## src/rtl/vps_pkg.sv

```systemverilog
// vps_pkg: shared constants for the viewshed profile sweep.
// Field widths, sizing limits, command and record codes.
// No dependencies.
package vps_pkg;

  // Sizing limits
  localparam int unsigned DEM_POINTS  = 1048576;
  localparam int unsigned MAX_SECTORS = 2048;

  // Field widths
  localparam int DIST_W  = 20;
  localparam int ELEV_W  = 24;
  localparam int IDX_W   = 20;
  localparam int OBS_W   = 20;
  localparam int LEVEL_W = 25;   // elevation plus observer height
  localparam int RISE_W  = 26;   // signed height difference
  localparam int RUNS_W  = 21;   // run as a signed multiplier operand
  localparam int PROD_W  = 47;   // RISE_W + RUNS_W
  localparam int SQ_W    = 41;   // unsigned square of a run, with headroom
  localparam int SURF_W  = 40;
  localparam int CNT_W   = 12;

  // Derived limits
  localparam logic [IDX_W-1:0]  IDX_MAX  = IDX_W'(DEM_POINTS - 1);
  localparam logic [CNT_W-1:0]  RING_MAX = CNT_W'(MAX_SECTORS);
  localparam logic [SURF_W-1:0] SURF_MAX = {SURF_W{1'b1}};

  // Slope used before any maximum exists
  localparam logic signed [RISE_W-1:0] NOMAX_SLOPE = -26'sd2000;

  // Command codes
  localparam logic CMD_START = 1'b0;
  localparam logic CMD_POINT = 1'b1;

  // Result record kinds
  localparam logic KIND_SECTOR = 1'b0;
  localparam logic KIND_TOTAL  = 1'b1;

endpackage

```

## src/rtl/viewshed_profile_sweep.sv

```systemverilog
// viewshed_profile_sweep: line-of-sight sweep over one profile, emitting ring
// sector records and a profile total. Depends on vps_pkg.
// Steps: a start item is taken in ST_IDLE; a profile point passes accept, two slope
// products and decide. Closing a sector adds two squares and the accumulate, then
// the sector record and, on a last item, the total record; records wait while the
// output stalls. The single 26x21 multiplier forms the products and squares in turn.
// Reset: synchronous, active low.
module viewshed_profile_sweep (
  input  logic                        clk,
  input  logic                        rst_n,
  // configuration write
  input  logic                        cfg_valid,
  output logic                        cfg_ready,
  input  logic [vps_pkg::OBS_W-1:0]   cfg_observer_height,
  // input items
  input  logic                        in_valid,
  output logic                        in_stall,
  input  logic                        in_command,
  input  logic                        in_direction,
  input  logic [vps_pkg::DIST_W-1:0]  in_distance,
  input  logic [vps_pkg::ELEV_W-1:0]  in_elevation,
  input  logic [vps_pkg::IDX_W-1:0]   in_point_index,
  input  logic                        in_last,
  // result items
  output logic                        out_valid,
  input  logic                        out_stall,
  output logic                        out_kind,
  output logic [vps_pkg::IDX_W-1:0]   out_open_index,
  output logic [vps_pkg::IDX_W-1:0]   out_close_index,
  output logic [vps_pkg::SURF_W-1:0]  out_surface,
  output logic [vps_pkg::CNT_W-1:0]   out_sector_count,
  output logic                        out_last_result
);

  // Sequencer states
  localparam logic [3:0] ST_IDLE   = 4'd0;
  localparam logic [3:0] ST_MUL1   = 4'd1;
  localparam logic [3:0] ST_MUL2   = 4'd2;
  localparam logic [3:0] ST_DECIDE = 4'd3;
  localparam logic [3:0] ST_SQ1    = 4'd4;
  localparam logic [3:0] ST_SQ2    = 4'd5;
  localparam logic [3:0] ST_ACCUM  = 4'd6;
  localparam logic [3:0] ST_SECT   = 4'd7;
  localparam logic [3:0] ST_TOTAL  = 4'd8;

  // DEM size as a 32-bit compare operand
  localparam logic [31:0] DEM_POINTS_32 = 32'(vps_pkg::DEM_POINTS);

  // Control and profile state
  logic [3:0]                         state_r, state_nxt;
  logic [vps_pkg::OBS_W-1:0]          obs_height_r, obs_height_nxt;
  logic [vps_pkg::DIST_W-1:0]         eye_distance_r, eye_distance_nxt;
  logic [vps_pkg::LEVEL_W-1:0]        eye_level_r, eye_level_nxt;
  logic                               sweep_backward_r, sweep_backward_nxt;
  logic                               visible_r, visible_nxt;
  logic                               have_max_r, have_max_nxt;
  logic signed [vps_pkg::RISE_W-1:0]  max_rise_r, max_rise_nxt;
  logic [vps_pkg::DIST_W-1:0]         max_run_r, max_run_nxt;
  logic [vps_pkg::DIST_W-1:0]         open_run_r, open_run_nxt;
  logic [vps_pkg::IDX_W-1:0]          open_point_r, open_point_nxt;
  logic [vps_pkg::IDX_W-1:0]          latest_point_r, latest_point_nxt;
  logic [vps_pkg::DIST_W-1:0]         latest_run_r, latest_run_nxt;
  logic [vps_pkg::SURF_W-1:0]         surface_sum_r, surface_sum_nxt;
  logic [vps_pkg::CNT_W-1:0]          ring_count_r, ring_count_nxt;
  logic                               total_pend_r, total_pend_nxt;

  // Working registers
  logic signed [vps_pkg::RISE_W-1:0]  rise_r, rise_nxt;
  logic                               last_r, last_nxt;
  logic signed [vps_pkg::PROD_W-1:0]  p1_r, p1_nxt;
  logic signed [vps_pkg::PROD_W-1:0]  p2_r, p2_nxt;

  // Output register
  logic                               out_valid_r, out_valid_nxt;
  logic                               out_kind_r, out_kind_nxt;
  logic [vps_pkg::IDX_W-1:0]          out_open_r, out_open_nxt;
  logic [vps_pkg::IDX_W-1:0]          out_close_r, out_close_nxt;
  logic [vps_pkg::SURF_W-1:0]         out_surface_r, out_surface_nxt;
  logic [vps_pkg::CNT_W-1:0]          out_count_r, out_count_nxt;
  logic                               out_last_r, out_last_nxt;

  // Shared multiplier
  logic signed [vps_pkg::RISE_W-1:0]  mul_a;
  logic signed [vps_pkg::RUNS_W-1:0]  mul_b;
  logic signed [vps_pkg::PROD_W-1:0]  mul_p;

  // Input side helpers
  logic                               in_take;
  logic                               out_free;
  logic [vps_pkg::IDX_W-1:0]          idx_clamped;
  logic signed [vps_pkg::RUNS_W-1:0]  run_diff;
  logic [vps_pkg::DIST_W-1:0]         run_in;
  logic signed [vps_pkg::RISE_W-1:0]  rise_in;

  // Decide and accumulate helpers
  logic                               above;
  logic                               close_now;
  logic signed [vps_pkg::SURF_W+1:0]  surf_sum;

  assign in_stall  = (state_r != ST_IDLE);
  assign cfg_ready = (state_r == ST_IDLE);
  assign in_take   = in_valid && !in_stall;
  assign out_free  = !out_valid_r || !out_stall;

  // Index clamp to the DEM size
  assign idx_clamped = ({12'd0, in_point_index} >= DEM_POINTS_32) ? vps_pkg::IDX_MAX
                                                                  : in_point_index;

  // Run and rise of an incoming point; a point behind the eye gets run zero
  assign run_diff = sweep_backward_r
                  ? (signed'({1'b0, eye_distance_r}) - signed'({1'b0, in_distance}))
                  : (signed'({1'b0, in_distance}) - signed'({1'b0, eye_distance_r}));
  assign run_in   = run_diff[vps_pkg::RUNS_W-1] ? '0 : run_diff[vps_pkg::DIST_W-1:0];
  assign rise_in  = signed'({2'b00, in_elevation}) - signed'({1'b0, eye_level_r});

  // Operand selection for the shared multiplier
  always_comb begin
    mul_a = rise_r;
    mul_b = 21'sd1;
    case (state_r)
      ST_MUL1: begin
        mul_a = rise_r;
        mul_b = have_max_r ? signed'({1'b0, max_run_r}) : 21'sd1;
      end
      ST_MUL2: begin
        mul_a = have_max_r ? max_rise_r : vps_pkg::NOMAX_SLOPE;
        mul_b = signed'({1'b0, latest_run_r});
      end
      ST_SQ1: begin
        mul_a = signed'({6'd0, latest_run_r});
        mul_b = signed'({1'b0, latest_run_r});
      end
      ST_SQ2: begin
        mul_a = signed'({6'd0, open_run_r});
        mul_b = signed'({1'b0, open_run_r});
      end
      default: begin
        mul_a = rise_r;
        mul_b = 21'sd1;
      end
    endcase
  end

  assign mul_p = mul_a * mul_b;

  // Slope test: cross products in p1 and p2; zero run is never above
  assign above     = (latest_run_r != '0) && (p1_r > p2_r);
  assign close_now = (!above && visible_r) || (last_r && above);

  // Surface update with clamping at both ends
  assign surf_sum = signed'({2'b00, surface_sum_r})
                  + signed'({1'b0, p1_r[vps_pkg::SQ_W-1:0]})
                  - signed'({1'b0, p2_r[vps_pkg::SQ_W-1:0]});

  // Sequencer and next-state logic
  always_comb begin
    state_nxt          = state_r;
    obs_height_nxt     = obs_height_r;
    eye_distance_nxt   = eye_distance_r;
    eye_level_nxt      = eye_level_r;
    sweep_backward_nxt = sweep_backward_r;
    visible_nxt        = visible_r;
    have_max_nxt       = have_max_r;
    max_rise_nxt       = max_rise_r;
    max_run_nxt        = max_run_r;
    open_run_nxt       = open_run_r;
    open_point_nxt     = open_point_r;
    latest_point_nxt   = latest_point_r;
    latest_run_nxt     = latest_run_r;
    surface_sum_nxt    = surface_sum_r;
    ring_count_nxt     = ring_count_r;
    total_pend_nxt     = total_pend_r;
    rise_nxt           = rise_r;
    last_nxt           = last_r;
    p1_nxt             = p1_r;
    p2_nxt             = p2_r;
    out_valid_nxt      = out_valid_r && out_stall;
    out_kind_nxt       = out_kind_r;
    out_open_nxt       = out_open_r;
    out_close_nxt      = out_close_r;
    out_surface_nxt    = out_surface_r;
    out_count_nxt      = out_count_r;
    out_last_nxt       = out_last_r;

    if (cfg_valid && cfg_ready) begin
      obs_height_nxt = cfg_observer_height;
    end

    case (state_r)
      ST_IDLE: begin
        if (in_take) begin
          last_nxt       = in_last;
          total_pend_nxt = in_last;
          if (in_command == vps_pkg::CMD_START) begin
            // new profile: eye at the observer, run open at the observer
            eye_distance_nxt   = in_distance;
            eye_level_nxt      = {1'b0, in_elevation} + {5'd0, obs_height_r};
            sweep_backward_nxt = in_direction;
            visible_nxt        = 1'b1;
            have_max_nxt       = 1'b0;
            max_rise_nxt       = '0;
            max_run_nxt        = '0;
            open_run_nxt       = '0;
            open_point_nxt     = idx_clamped;
            latest_point_nxt   = idx_clamped;
            latest_run_nxt     = '0;
            surface_sum_nxt    = '0;
            ring_count_nxt     = 12'd1;
            state_nxt          = in_last ? ST_SQ1 : ST_IDLE;
          end else begin
            rise_nxt         = rise_in;
            latest_run_nxt   = run_in;
            latest_point_nxt = idx_clamped;
            state_nxt        = ST_MUL1;
          end
        end
      end
      ST_MUL1: begin
        p1_nxt    = mul_p;
        state_nxt = ST_MUL2;
      end
      ST_MUL2: begin
        p2_nxt    = mul_p;
        state_nxt = ST_DECIDE;
      end
      ST_DECIDE: begin
        if (above) begin
          have_max_nxt = 1'b1;
          max_rise_nxt = rise_r;
          max_run_nxt  = latest_run_r;
          if (!visible_r) begin
            // new ring sector opens here
            open_run_nxt   = latest_run_r;
            open_point_nxt = latest_point_r;
            if (ring_count_r < vps_pkg::RING_MAX) begin
              ring_count_nxt = ring_count_r + 12'd1;
            end
          end
        end
        visible_nxt = above;
        if (close_now) begin
          state_nxt = ST_SQ1;
        end else if (last_r) begin
          state_nxt = ST_TOTAL;
        end else begin
          state_nxt = ST_IDLE;
        end
      end
      ST_SQ1: begin
        p1_nxt    = mul_p;
        state_nxt = ST_SQ2;
      end
      ST_SQ2: begin
        p2_nxt    = mul_p;
        state_nxt = ST_ACCUM;
      end
      ST_ACCUM: begin
        if (surf_sum[vps_pkg::SURF_W+1]) begin
          surface_sum_nxt = '0;
        end else if (surf_sum[vps_pkg::SURF_W]) begin
          surface_sum_nxt = vps_pkg::SURF_MAX;
        end else begin
          surface_sum_nxt = surf_sum[vps_pkg::SURF_W-1:0];
        end
        state_nxt = ST_SECT;
      end
      ST_SECT: begin
        // sector record; last of the item unless a total follows
        if (out_free) begin
          out_valid_nxt   = 1'b1;
          out_kind_nxt    = vps_pkg::KIND_SECTOR;
          out_open_nxt    = open_point_r;
          out_close_nxt   = latest_point_r;
          out_surface_nxt = '0;
          out_count_nxt   = '0;
          out_last_nxt    = !total_pend_r;
          state_nxt       = total_pend_r ? ST_TOTAL : ST_IDLE;
        end
      end
      ST_TOTAL: begin
        if (out_free) begin
          out_valid_nxt   = 1'b1;
          out_kind_nxt    = vps_pkg::KIND_TOTAL;
          out_open_nxt    = '0;
          out_close_nxt   = '0;
          out_surface_nxt = surface_sum_r;
          out_count_nxt   = ring_count_r;
          out_last_nxt    = 1'b1;
          total_pend_nxt  = 1'b0;
          state_nxt       = ST_IDLE;
        end
      end
      default: begin
        state_nxt = ST_IDLE;
      end
    endcase
  end

  // Control and profile state registers
  always_ff @(posedge clk) begin
    if (!rst_n) begin
      state_r          <= ST_IDLE;
      obs_height_r     <= '0;
      eye_distance_r   <= '0;
      eye_level_r      <= '0;
      sweep_backward_r <= 1'b0;
      visible_r        <= 1'b1;
      have_max_r       <= 1'b0;
      max_rise_r       <= '0;
      max_run_r        <= '0;
      open_run_r       <= '0;
      open_point_r     <= '0;
      latest_point_r   <= '0;
      latest_run_r     <= '0;
      surface_sum_r    <= '0;
      ring_count_r     <= '0;
      total_pend_r     <= 1'b0;
      out_valid_r      <= 1'b0;
    end else begin
      state_r          <= state_nxt;
      obs_height_r     <= obs_height_nxt;
      eye_distance_r   <= eye_distance_nxt;
      eye_level_r      <= eye_level_nxt;
      sweep_backward_r <= sweep_backward_nxt;
      visible_r        <= visible_nxt;
      have_max_r       <= have_max_nxt;
      max_rise_r       <= max_rise_nxt;
      max_run_r        <= max_run_nxt;
      open_run_r       <= open_run_nxt;
      open_point_r     <= open_point_nxt;
      latest_point_r   <= latest_point_nxt;
      latest_run_r     <= latest_run_nxt;
      surface_sum_r    <= surface_sum_nxt;
      ring_count_r     <= ring_count_nxt;
      total_pend_r     <= total_pend_nxt;
      out_valid_r      <= out_valid_nxt;
    end
  end

  // Payload and working registers, no reset
  always_ff @(posedge clk) begin
    rise_r        <= rise_nxt;
    last_r        <= last_nxt;
    p1_r          <= p1_nxt;
    p2_r          <= p2_nxt;
    out_kind_r    <= out_kind_nxt;
    out_open_r    <= out_open_nxt;
    out_close_r   <= out_close_nxt;
    out_surface_r <= out_surface_nxt;
    out_count_r   <= out_count_nxt;
    out_last_r    <= out_last_nxt;
  end

  assign out_valid        = out_valid_r;
  assign out_kind         = out_kind_r;
  assign out_open_index   = out_open_r;
  assign out_close_index  = out_close_r;
  assign out_surface      = out_surface_r;
  assign out_sector_count = out_count_r;
  assign out_last_result  = out_last_r;

  // Checks
  a_ring_bound: assert property (@(posedge clk) disable iff (!rst_n)
    ring_count_r <= vps_pkg::RING_MAX)
    else $error("ring count beyond sector limit");

  a_total_is_last: assert property (@(posedge clk) disable iff (!rst_n)
    (out_valid_r && out_kind_r == vps_pkg::KIND_TOTAL) |-> out_last_r)
    else $error("total record not marked last");

  a_sector_no_total: assert property (@(posedge clk) disable iff (!rst_n)
    (out_valid_r && out_kind_r == vps_pkg::KIND_SECTOR) |->
      (out_surface_r == '0 && out_count_r == '0))
    else $error("sector record carries total fields");

  a_point_starts_mul: assert property (@(posedge clk) disable iff (!rst_n)
    (in_take && in_command == vps_pkg::CMD_POINT) |=> (state_r == ST_MUL1))
    else $error("point item did not start slope products");

endmodule

```

## config.mk

```make
export PLATFORM = sky130hd
export DESIGN_NAME = viewshed_profile_sweep
export DESIGN_NICKNAME = d
export VERILOG_FILES = /design/src/rtl/vps_pkg.sv /design/src/rtl/viewshed_profile_sweep.sv
export SDC_FILE = /design/constraint.sdc
export NUM_CORES = 2
export LEC_CHECK = 0
export ABC_AREA = 1
export BUFFER_PORTS_ARGS = -buffer_cell sky130_fd_sc_hd__clkbuf_2
export CORE_MARGIN = 3
export CORE_UTILIZATION = 65
export CTS_BUF_LIST = sky130_fd_sc_hd__clkbuf_16
export DETAILED_ROUTE_END_ITERATION = 7
export PLACE_DENSITY = 0.85
export SYNTH_ARGS = -nofsm -noshare
export SYNTH_HDL_FRONTEND = slang
export SYNTH_SLANG_ARGS = --single-unit
```

## constraint.sdc

```tcl
create_clock -name clk -period 17.3 [get_ports clk]
set_clock_uncertainty 0.05 [all_clocks]
set_input_delay 1.73 -clock clk [delete_from_list [all_inputs] [get_ports clk]]
set_output_delay 1.73 -clock clk [all_outputs]
set_load 0.05 [all_outputs]
```

Yosys cells after proc, flatten, opt, wreduce, memory -nomap -nowiden
Index checks and enable logic that the tools add are counted.
{ "totals": {"regBits": 467, "input_bits": 92, "out_inout_bits": 97, "elab_cells": 158} }
{ "classes": {"add_sub_neg": 7, "n_mul": 1, "n_lt_le_gt_ge": 2, "eq_ne": 15, "mux": 70, "bitwise_logic": 1, "n_reduce_logical": 35} }
{ "ops": {"columns": ["operator", "n"], "rows": [
  ["2-to-1 mux 20 bit", 15],
  ["2-to-1 mux 40 bit", 6],
  ["one-hot mux 20 bit (2 select lines)", 5],
  ["one-hot mux 40 bit (2 select lines)", 2],
  ["2-to-1 mux 26 bit", 4],
  ["2-to-1 mux 12 bit", 7],
  ["one-hot mux 26 bit (3 select lines)", 1],
  ["one-hot mux 20 bit (3 select lines)", 1],
  ["one-hot mux 26 bit (2 select lines)", 1],
  ["one-hot mux 12 bit (2 select lines)", 2],
  ["> comparator 47 bit", 1],
  ["multiplier 26 x 21 -> 47 bit", 1],
  ["adder 40 x 41 -> 42 bit", 1],
  ["subtractor 20 x 20 -> 21 bit", 2],
  ["subtractor 42 bit", 1],
  ["one-hot mux 4 bit (9 select lines)", 1],
  ["subtractor 24 x 25 -> 26 bit", 1],
  ["adder 24 x 20 -> 25 bit", 1],
  ["2-to-1 mux 4 bit", 6],
  ["2-to-1 mux 21 bit", 1],
  ["AND reduction 3 bit", 7],
  ["nonzero test 20 bit", 1],
  ["== test 4 x 3 -> 1 bit (second input constant)", 4],
  ["adder 12 x 1 -> 12 bit (second input constant)", 1],
  ["21 further kinds", 58]
]} }

Depth between registers and ports, before layout
{ "depth": {"word_depth": 7, "mapped_depth": 38, "ltp_nobuf": 37} }

Least setup slack after synthesis
Ideal clock, no wire load.
{ "synth_path": {"kind": "reg2reg", "from": "register state_r[2]", "to": "register p1_r[44] in the netlist's numbering, data pin", "setup_time_ns": 0.269, "arrival_ns": 6.927, "path_slack_ns": 10.054, "path_stages_with_launch": 37, "synth_period_minus_slack_ns": 7.246, "path_cell_list": "dfxtp_1 > nor2_1 > inv_2 > nor2_1 > nor2_1 > inv_2 > nor2_2 > inv_1 > buf_2 > o21ai_1 > buf_2 > nor2_1 > fa_1 > fa_1 > inv_1 > fa_1 > inv_1 > fa_1 > inv_1 > fa_1 > inv_1 > fa_1 > inv_1 > fa_1 > inv_1 > ha_1 > nand2_1 > nand2_1 > a21oi_1 > inv_1 > a21oi_1 > inv_1 > a21oi_1 > o21ai_0 > a21oi_1 > o21ai_0 > xor2_1"} }
{ "synth_via": {"elab_chain_cells": 4} }
{ "synth_lines": {"columns": ["item", "line_no", "text"], "rows": [
  ["start: declaration", "viewshed_profile_sweep.sv:50", "logic [3:0] state_r, state_nxt;"],
  ["start signal: assignment", "viewshed_profile_sweep.sv:320", "state_r <= state_nxt;"],
  ["== test 4 x 3 -> 1 bit / == test 4 x 2 -> 1 bit (equally long branches)", "viewshed_profile_sweep.sv:120", "case (state_r)"],
  ["OR reduction 2 bit (no line)", null, null],
  ["one-hot mux 20 bit (3 select lines)", "viewshed_profile_sweep.sv:120", null],
  ["multiplier 26 x 21 -> 47 bit *", "viewshed_profile_sweep.sv:144", "assign mul_p = mul_a * mul_b;"],
  ["named net mul_p (one bit)", "viewshed_profile_sweep.sv:85", "logic signed [vps_pkg::PROD_W-1:0] mul_p;"],
  ["end signal: assignment", "viewshed_profile_sweep.sv:344", "p1_r <= p1_nxt;"],
  ["end: declaration", "viewshed_profile_sweep.sv:70", "logic signed [vps_pkg::PROD_W-1:0] p1_r, p1_nxt;"]
]} }
Mark *: on every way through the listed nets, which the timed path passes. The rest lies on a longest branch.
A chain may end at the register's enable or synchronous reset.

Worst setup path in the final report
{ "layout_path": {"from": "register state_r[3]", "to": "register p1_r[44] in the netlist's numbering, data pin"} }
Same word-level chain as after synthesis.

==> results.py <==
metrics = {
    "clock_tree": {
        "cts_buffers": 51,
        "cts_tree": "yes",
        "cts_setup_buffers": 0,
        "clock-sinks": 467,
        "cts-root-buf": "clkbuf_16",
        "htree_levels": 2,
        "post_cts_resized": 0,
        "clk_latency_ps": 620,
        "clockBufferDepth": 3,
        "hold_buffers": 0,
        "clk_pin_slew_ps": 70,
    },
    "placed_design": {
        "portBuffers": 188,
        "place_inst": 6867,
        "gp_congestion": 1.05,
        "dpl.hpwl_mm": 101,
    },
    "worst_setup_path": {
        "crit_path_max_fanout": 32,
        "criticalPathCategory": "flip-flop to flip-flop",
        "cp-end-kind": "flip-flop",
        "startpoint_type": "flip-flop",
        "crit_path_frequent_cell": "inv_1",
        "cp.arrival_ps": 10110,
        "r2r-start": "state_r[3]$_SDFFE_PN0P_",
        "cp.required_ps": 17570,
        "crit_start": "state_r[3]$_SDFFE_PN0P_",
        "max_stage_delay_ps": 710,
        "cp_slowest_cell": "clkinv_1",
    },
    "die": {
        "die_w_um": 274,
        "start_util": 0.661,
        "dieArea_um2": 75000,
        "core.rowCount": 97,
        "num_io_pins": 189,
        "core_area_um2": 70500,
        "die_height_um": 274,
    },
    "grt": {
        "antenna_found_initial": 2,
        "grt_max_degree": 77,
        "gr-usage-all-layers": 0.350,
        "grt_pass1_vias": 39900,
        "grt_pass1_wl_mm": 207,
        "overflow": 0,
    },
    "timing": {
        "tightest_slew_ps": 1240,
        "timing.setup.tns_ps": 0,
        "slew_headroom": 0.172,
        "final-hold-violation-count": 0,
        "setup_viol": 0,
        "period_share": 0.569,
        "fmax_mhz": 102,
        "rsz0062_at_grt": "no",
        "finalCriticalPeriod_ps": 9840,
        "finalMaxSlewViolations": 0,
    },
    "logic_synthesis": {
        "syn-num-nets": 6830,
        "synth_cell_types": 57,
        "synth_flop_cell": "dfxtp_1",
        "ys_seq_elements": 467,
        "async_flop_share": 0,
        "synth-edff-count": 215,
        "ys_seq_area_frac": 0.247,
        "syn_inst": 5871,
        "netlist_area_um2": 46600,
        "yosys_warnings": 0,
        "syn_area_per_cell_um2": 7.94,
    },
    "cells_and_area": {
        "finalNonFillerCells": 6964,
        "fin_nets": 6939,
        "fillers": 5612,
        "syn_to_final_growth_pct": 7.35,
        "layout-drive-gt1-share": 0.0657,
    },
    "route": {
        "dr.pass1.iters": 6,
        "drc": 0,
        "wirelength_mm": 129,
        "routed_via_density": 5.69,
        "vias": 39600,
        "detail-route-antenna-nets": 0,
        "drt_iter0_drc": 3678,
        "wl_per_cell_um": 18.6,
    },
    "pwr": {
        "p_leak_uw": 0.0249,
        "powerDensity_nw_per_um2": 123,
        "totalPowerFinal_uw": 6170,
        "vdd_drop_max_mv": 0.144,
    },
    "run": {
        "cap_violations": 0,
    },
    "hold_path": {
        "holdCritPathClass": "flip-flop to flip-flop",
        "hp-start": "max_rise_r[9]$_SDFFE_PN0P_",
    },
    "run_status": {
        "outcome": "finished, final reports clean",
    },
}
cell usage after synthesis (all sizes together) (2+ instances only):
cell type  number  area, um2
inv          1292       4850
nand2        1034       3900
nor2          754       2880
fa            571      11400
a21oi         401       2010
ha            296       3700
o21ai         274       1400
dfxtp         252       5040
edfxtp        215       6460
nand3         208       1060
clkbuf         94        353
xor2           94        831
buf            84        472
xnor2          48        420
nand4          34        219
a221oi         29        322
nor3           29        150
o21bai         21        158
nor4           18        113
a31oi          17        106
a21o           16        120
o2111ai        16        140
o21a           14        105
clkinv         10       37.5
o211ai         10       75.1
a21boi          7       52.6
or2             6       37.5
a211oi          5       37.5
and2            5       31.3
and3            4       25.0
o22ai           3       18.8
a2bb2oi         2       17.5
o31ai           2       15.0
final cells by class:
type                       instances  area, um2  area share
antenna                            1       2.50   0.0000500
clock buffer                      52       1300      0.0260
clock inverter                    44        390     0.00780
inverter                        1302       4890      0.0977
multi-input combinational       3924      29500       0.590
sequential                       467      11500       0.230
tap                              940       1180      0.0235
timing repair buffer             234       1290      0.0257
kinds of logic after synthesis:
group | after synthesis | synth area share
adder cells (fa/ha/maj) | 867 | 0.325
AO/OA/AOI/OAI | 820 | 0.0988
AND/OR/NAND/NOR | 2094 | 0.180
flip-flops | 467 | 0.247
XOR/XNOR | 142 | 0.0268
buffers and inverters | 1480 | 0.123
multiplexers | 1 | 0.000215
stage by stage:
step | hold slack, ps | utilization | area [um2] | setup WS (ps)
3_3_place_gp | 380 | 0.686 | 48400 | 7940
2_1_floorplan | 370 | - | 46600 | 10050
6_report | 405 | 0.710 | 50100 | 7460
4_1_cts | 403 | 0.710 | 50100 | 7690
3_5_place_dp | 390 | 0.686 | 48400 | 7760
5_1_grt | 416 | 0.710 | 50100 | 7000
critical path, delay by kind of cell, from the launching register on:
family / cells / cell delay [ps]
and+or+nand+nor: 7 / 970
buffers and inverters: 15 / 2710
AOI/OAI and AO/OA: 8 / 1830
xor gates and xnor gates: 1 / 170
DFF: 1 / 320
adders and majority gates: 8 / 3420
layout by cell type (no fill, tap or decap), types with 21 or more instances in the layout:
cell type  synthesis  final
inv_1           1274   1281
nand2_1         1030   1028
nor2_1           744    739
fa_1             571    571
a21oi_1          399    399
ha_1             296    296
dfxtp_1          252    252
o21ai_0          245    245
edfxtp_1         215    215
nand3_1          205    205
clkbuf_2           0    187
xor2_1            93     93
clkbuf_16          0     52
xnor2_1           48     48
buf_4              5     47
nand4_1           33     33
nor3_1            28     26
o21bai_1          21     21
worst paths after layout:
check / endpoint / depth (start not counted) / slack, ps
setup / recovery: p1_r[44]$_DFFE_PP_ / 39 / 7460
hold / removal: max_rise_r[9]$_SDFFE_PN0P_ / 2 / 400
setup reg to reg: p1_r[44]$_DFFE_PP_ / 39 / 7460
hold reg to reg: max_rise_r[9]$_SDFFE_PN0P_ / 2 / 400
metal layers:
layer  track usage  share of wire  routed length [um]  vias to the layer above
met5             0        0.00018                  23                        -
met2         0.573           0.46               59500                     1948
met1         0.459           0.40               52000                    19000
li1              -              -                   -                    18300
met4         0.158          0.051                6550                        4
met3        0.0571          0.088               11300                      416
sequential cells by signal, summed over array words and instances, names as in the netlist, 25 cells and up:
signal         count
eye_level_r       25
p1_r              47
out_surface       40
rise_r            26
max_rise_r        26
p2_r              47
surface_sum_r     40
power by group:
group          leakage, uW  internal, uW  total, uW  switching (uW)
clock             0.000846           625       1100             472
sequential         0.00393          1410       1510            97.3
combinational       0.0201          1130       3560            2440
total               0.0249          3170       6170            3010
No activity file was read; power rests on OpenSTA's default activity.
